**config.mk**
```make
export PLATFORM = sky130hd
export DESIGN_NAME = vptw_viewport
export DESIGN_NICKNAME = d
export VERILOG_FILES = /design/src/rtl/vptw_pkg.sv /design/src/rtl/vptw_viewport.sv
export SDC_FILE = /design/constraint.sdc
export NUM_CORES = 2
export LEC_CHECK = 0
export BUFFER_PORTS_ARGS = -buffer_cell sky130_fd_sc_hd__buf_2
export CAP_MARGIN = 10
export CORE_MARGIN = 3
export CORE_UTILIZATION = 55
export CTS_CLUSTER_DIAMETER = 150
export DETAILED_ROUTE_END_ITERATION = 8
export GPL_ROUTABILITY_DRIVEN = 0
export HOLD_SLACK_MARGIN = 0.08
export PLACE_DENSITY = 0.73
export SYNTH_ARGS = -nofsm -noshare
export SYNTH_HDL_FRONTEND = slang
export SYNTH_SLANG_ARGS = --single-unit
```
**constraint.sdc**
```tcl
create_clock -name clk -period 6 [get_ports clk]
set_input_delay 0.6 -clock clk [delete_from_list [all_inputs] [get_ports clk]]
set_output_delay 0.6 -clock clk [all_outputs]
set_load 0.03 [all_outputs]
```
**src/rtl/vptw_pkg.sv**
```systemverilog
// vptw_pkg: shared types, constants and helpers for the vertex projection unit
// no dependencies
package vptw_pkg;

    localparam int unsigned FX_W      = 32;
    localparam int unsigned PROD_W    = 48;
    localparam int unsigned WIN_W     = 33;
    localparam int unsigned DIV_BITS  = 48;
    localparam int unsigned DMAG_W    = 32;
    localparam int unsigned CFG_W     = 16;
    localparam int unsigned CFG_IDX_W = 2;

    localparam logic signed [CFG_W-1:0] VP_X_RESET = 16'sd0;
    localparam logic signed [CFG_W-1:0] VP_Y_RESET = 16'sd0;
    localparam logic [CFG_W-1:0]        VP_W_RESET = 16'd1080;
    localparam logic [CFG_W-1:0]        VP_H_RESET = 16'd1731;

    localparam logic signed [FX_W:0] FX_ONE = 33'sd65536;

    typedef enum logic [CFG_IDX_W-1:0] {
        CFG_VIEWPORT_X      = 2'd0,
        CFG_VIEWPORT_Y      = 2'd1,
        CFG_VIEWPORT_WIDTH  = 2'd2,
        CFG_VIEWPORT_HEIGHT = 2'd3
    } cfg_idx_t;

    typedef enum logic {
        MODE_LOAD  = 1'b0,
        MODE_POINT = 1'b1
    } mode_t;

    typedef logic signed [FX_W-1:0] fx_t;

    function automatic fx_t sat32(input logic signed [63:0] v);
        fx_t r;
        if (v > 64'sh0000_0000_7FFF_FFFF) begin
            r = 32'sh7FFF_FFFF;
        end
        else if (v < -64'sh0000_0000_8000_0000) begin
            r = 32'sh8000_0000;
        end
        else begin
            r = v[FX_W-1:0];
        end
        return r;
    endfunction

endpackage

```
**src/rtl/vptw_viewport.sv**
```systemverilog
// vptw_viewport: viewport and depth mapping, two stages, holds the output register
// depends on vptw_pkg
module vptw_viewport
    import vptw_pkg::*;
(
    input  logic                    clk,
    input  logic                    rst_n,
    input  logic                    ce,
    input  logic                    in_valid,
    input  logic                    in_zero,
    input  fx_t                     nx,
    input  fx_t                     ny,
    input  fx_t                     nz,
    input  logic signed [CFG_W-1:0] vp_x,
    input  logic signed [CFG_W-1:0] vp_y,
    input  logic [CFG_W-1:0]        vp_w,
    input  logic [CFG_W-1:0]        vp_h,
    output logic                    out_valid,
    output logic                    out_projected,
    output fx_t                     out_x,
    output fx_t                     out_y,
    output fx_t                     out_d
);

    logic                    m_vld_reg, m_zero_reg;
    logic signed [49:0]      m_x_reg, m_y_reg;
    fx_t                     m_d_reg;
    logic                    o_vld_reg, o_proj_reg;
    fx_t                     o_x_reg, o_y_reg, o_d_reg;

    logic signed [WIN_W-1:0] tx, ty, tz;
    logic signed [63:0]      sx, sy;

    assign tx = WIN_W'(nx) + FX_ONE;
    assign ty = WIN_W'(ny) + FX_ONE;
    assign tz = WIN_W'(nz) + FX_ONE;
    assign sx = 64'(m_x_reg >>> 1) + 64'($signed({vp_x, 16'd0}));
    assign sy = 64'(m_y_reg >>> 1) + 64'($signed({vp_y, 16'd0}));

    always_ff @(posedge clk or negedge rst_n)
    begin
        if (!rst_n) begin
            m_vld_reg <= 1'b0;
            o_vld_reg <= 1'b0;
        end
        else if (ce) begin
            m_vld_reg <= in_valid;
            o_vld_reg <= m_vld_reg;
        end
    end

    always_ff @(posedge clk)
    begin
        if (ce) begin
            m_zero_reg <= in_zero;
            m_x_reg    <= 50'(tx * signed'({1'b0, vp_w}));
            m_y_reg    <= 50'(ty * signed'({1'b0, vp_h}));
            m_d_reg    <= sat32(64'(tz >>> 1));
            o_proj_reg <= !m_zero_reg;
            o_x_reg    <= m_zero_reg ? '0 : sat32(sx);
            o_y_reg    <= m_zero_reg ? '0 : sat32(sy);
            o_d_reg    <= m_zero_reg ? '0 : m_d_reg;
        end
    end

    assign out_valid     = o_vld_reg;
    assign out_projected = o_proj_reg;
    assign out_x         = o_x_reg;
    assign out_y         = o_y_reg;
    assign out_d         = o_d_reg;

endmodule

```
==> metrics.md <==
| Metric | Value |
|---|---|
| Clk_lat worst skew | `0.58 ns` |
| Top-count cell post-synth | `inv_1` |
| Clock-pin transition on the worst setup and hold timing paths | `0.06 ns` |
| Synth area leaders | `fa_1 41%, edfxtp_1 14%, inv_1 10%` |
| Cell area after placement | `56710 um2` |
| Layout net count | `7544` |
| Crit. End Element | `flop` |
| Max-cap check violation count | `0` |
| Slowest cell on crit path | `fa_1` |
| Vias in the first global route | `41520` |
| Top cell by count, worst path | `fa_1` |
| Placed insts | `7099` |
| DRT Pass-1 Iters | `8` |
| Post-synth EDFFs | `228` |
| CTS Buf Count | `28` |
| Final Hold Fails | `0` |
| Worst Skew | `0.01497 ns` |
| Die Y | `304.8 um` |
| Area leader, netlist | `fa_1` |
| Outcome | `finished, violations left` |
| Post-route ant nets | `0` |
| RSZ-0062 raised after global routing | `yes` |
| Fin. max-slew vios | `0` |
| Fin cells | `7248` |
| First DRT Iteration DRCs | `2814` |
| Core region area | `87700 um2` |
| CTS Root Cell | `clkbuf_16` |
| Final instance area | `59830 um2` |
| Setup CP Type | `input port to flop` |
| Site Rows | `108` |
| Clk sinks | `230` |
| Total die area | `92920 um2` |
| Via density | `5.321` |
| Failing checks | `setup timing` |
| Synth cell count leaders | `1302 x inv_1, 1008 x fa_1, 792 x nand2_1` |
| CTS Buffer Depth | `3` |
| Drc violations | `0` |
| Post-DR wirelength/cell | `17.75 um` |
| Final wirelength | `128700 um` |
| Layout fillers | `6565` |
| Actual slew at the worst max-slew pin | `0.8345 ns` |
| Syn-to-layout area delta | `21.83%` |
| WP data required | `6.33 ns` |
| Critical Path AT | `7.04 ns` |
| Die Span X | `304.8 um` |
| Worst path max stage delay | `0.56 ns` |
| Final worst setup slack | `-0.7071 ns` |
| Syn avg cell area | `9.296 um2` |
| Netlist cell types | `91` |
| Initial antenna violation count | `6` |
| YS warnings | `0` |
| Critical path peak fanout | `3` |
| Sequential share of the synthesized area | `14.04%` |
| FMAX | `149.1 MHz` |
| Period utilisation layout | `111.8%` |
| Final setup fails | `39` |
| Detailed-placement wirelength estimate | `107400 um` |
| Mapped Area | `49110 um2` |
| Remaining Overflow, GRT | `0` |
| I/O pin total | `263` |
| Top FF cell, synth | `edfxtp_1` |
| Max-slew headroom | `44.37%` |
| Post-Syn Nets | `6763` |
| CP Launch Type | `input port` |
| Total number of vias | `38570` |
| Syn Inst Count | `5283` |
| Async SR Flop Fraction | `0.8696%` |
| Yosys top cell area share | `41.09%` |
| Pin count of the biggest net entering global routing | `130` |
| First-pass GRT wire length | `208700 um` |
| Port Buffers | `261` |
| CTS tree | `done` |
| Final Critical Period | `6.707 ns` |
| Flops & latches, synth | `230` |
| H-tree Lvls | `1` |
| Starting Density | `56.00%` |
| Total GRT Usage | `27.76%` |
| Share of cells above drive strength 1 | `23.27%` |
| Hold Path Class | `input port to flop` |
==> per-layer routing <==
metal / up-vias / track usage (%) / wire length (um)
met2: 1480 / 49.19 / 65000
li1: 17430 / - / -
met5: - / 0 / 0
met1: 19350 / 35.40 / 50660
met3: 311 / 4.027 / 8592
met4: 0 / 8.247 / 4429
==> worst paths after layout <==
path	end	cells after the start	slack, ns	start
worst min-delay path	m_d_reg[5]$_SDFFCE_PN1P_	1	0.19	nz[6]
min in group asynchronous	m_vld_reg$_DFFE_PN0P_	2	0.33	rst_n
worst min register to register	out_x[2]$_SDFFCE_PP0P_	1	0.51	m_x_reg[3]$_DFFE_PP_
worst max register to register	out_y[19]$_SDFFCE_PP0P_	13	1.27	m_y_reg[17]$_DFFE_PP_
max in group asynchronous	out_valid$_DFFE_PN0P_	2	5.57	rst_n
worst max-delay path	m_y_reg[49]$_DFFE_PP_	30	-0.71	ny[21]
==> final cells by class <==
type	instances	area [um2]	area share [%]
well taps	1155	1445	2.415
inverters	1302	4890	8.172
repair buffers	967	7269	12.15
diodes	8	20.02	0.03346
clock buffers	35	726.9	1.215
flip-flops and latches	230	6897	11.53
multi-input cells	3535	38420	64.22
clock inverters	16	160.2	0.2677
==> repair_timing <==
item	CTS	global route
pin swaps	171	195
gates cloned	0	0
hold buffers	1	0
setup endpoints to repair	47	55
endpoints found under the hold margin	2	0
resized for setup	159	188
buffers inserted	45	58
==> logic make-up (layout without fill, tap and decap cells) <==
family | Yosys count | in the layout | share of synthesized area, %
xor gates and xnor gates | 189 | 189 | 3.371
other | 0 | 8 | 0
muxes | 6 | 6 | 0.1299
adders and majority gates | 1315 | 1315 | 48.91
DFF | 230 | 230 | 14.04
AOI/OAI and AO/OA | 522 | 522 | 7.319
and+or+nand+nor | 1503 | 1503 | 14.53
buffers and inverters | 1518 | 2320 | 11.70
==> critical path: cells and delay by family <==
kind,cells,cell delay (ns)
adders and majority gates,7,3.20
AOI/OAI and AO/OA,8,1.38
and+or+nand+nor,8,1.15
buffers and inverters,5,0.47
xor gates and xnor gates,2,0.23
==> placed cells by master (no fill, tap or decap), types with 18 or more instances in the layout <==
cell       count
inv_1       1260
fa_1         976
nand2_1      756
buf_4        632
and2_1       314
ha_1         273
buf_2        241
edfxtp_1     228
xnor2_1      103
a21o_1       101
a21oi_1       99
nor2_1        92
buf_6         54
xor2_1        53
nor2b_1       50
o21ai_2       46
nand2b_1      44
inv_2         41
nand3_1       35
a21oi_2       35
o21ai_0       35
fa_2          32
ha_4          30
buf_12        29
clkbuf_16     28
nand2_2       27
o21bai_1      25
and2_4        23
nand4_1       21
o21ai_1       21
and3_1        18
==> through the flow <==
stage               TNS (ns)  worst slack (ns)  hold WS, ns  utilization (%)
global route          -25.50           -0.9070       0.1665            68.21
finish                -17.18           -0.7071       0.1946            68.22
detailed placement    -56.33            -1.410       0.3908            64.66
floorplan             -19.24           -0.8334       0.3044                -
global placement      -49.96            -1.251       0.3853            64.66
CTS                   -14.69           -0.5925       0.1632            66.89
Power is left out: the tool's default activity adds up to more than one toggle a clock period on the data nets, which glitch-free logic cannot reach.
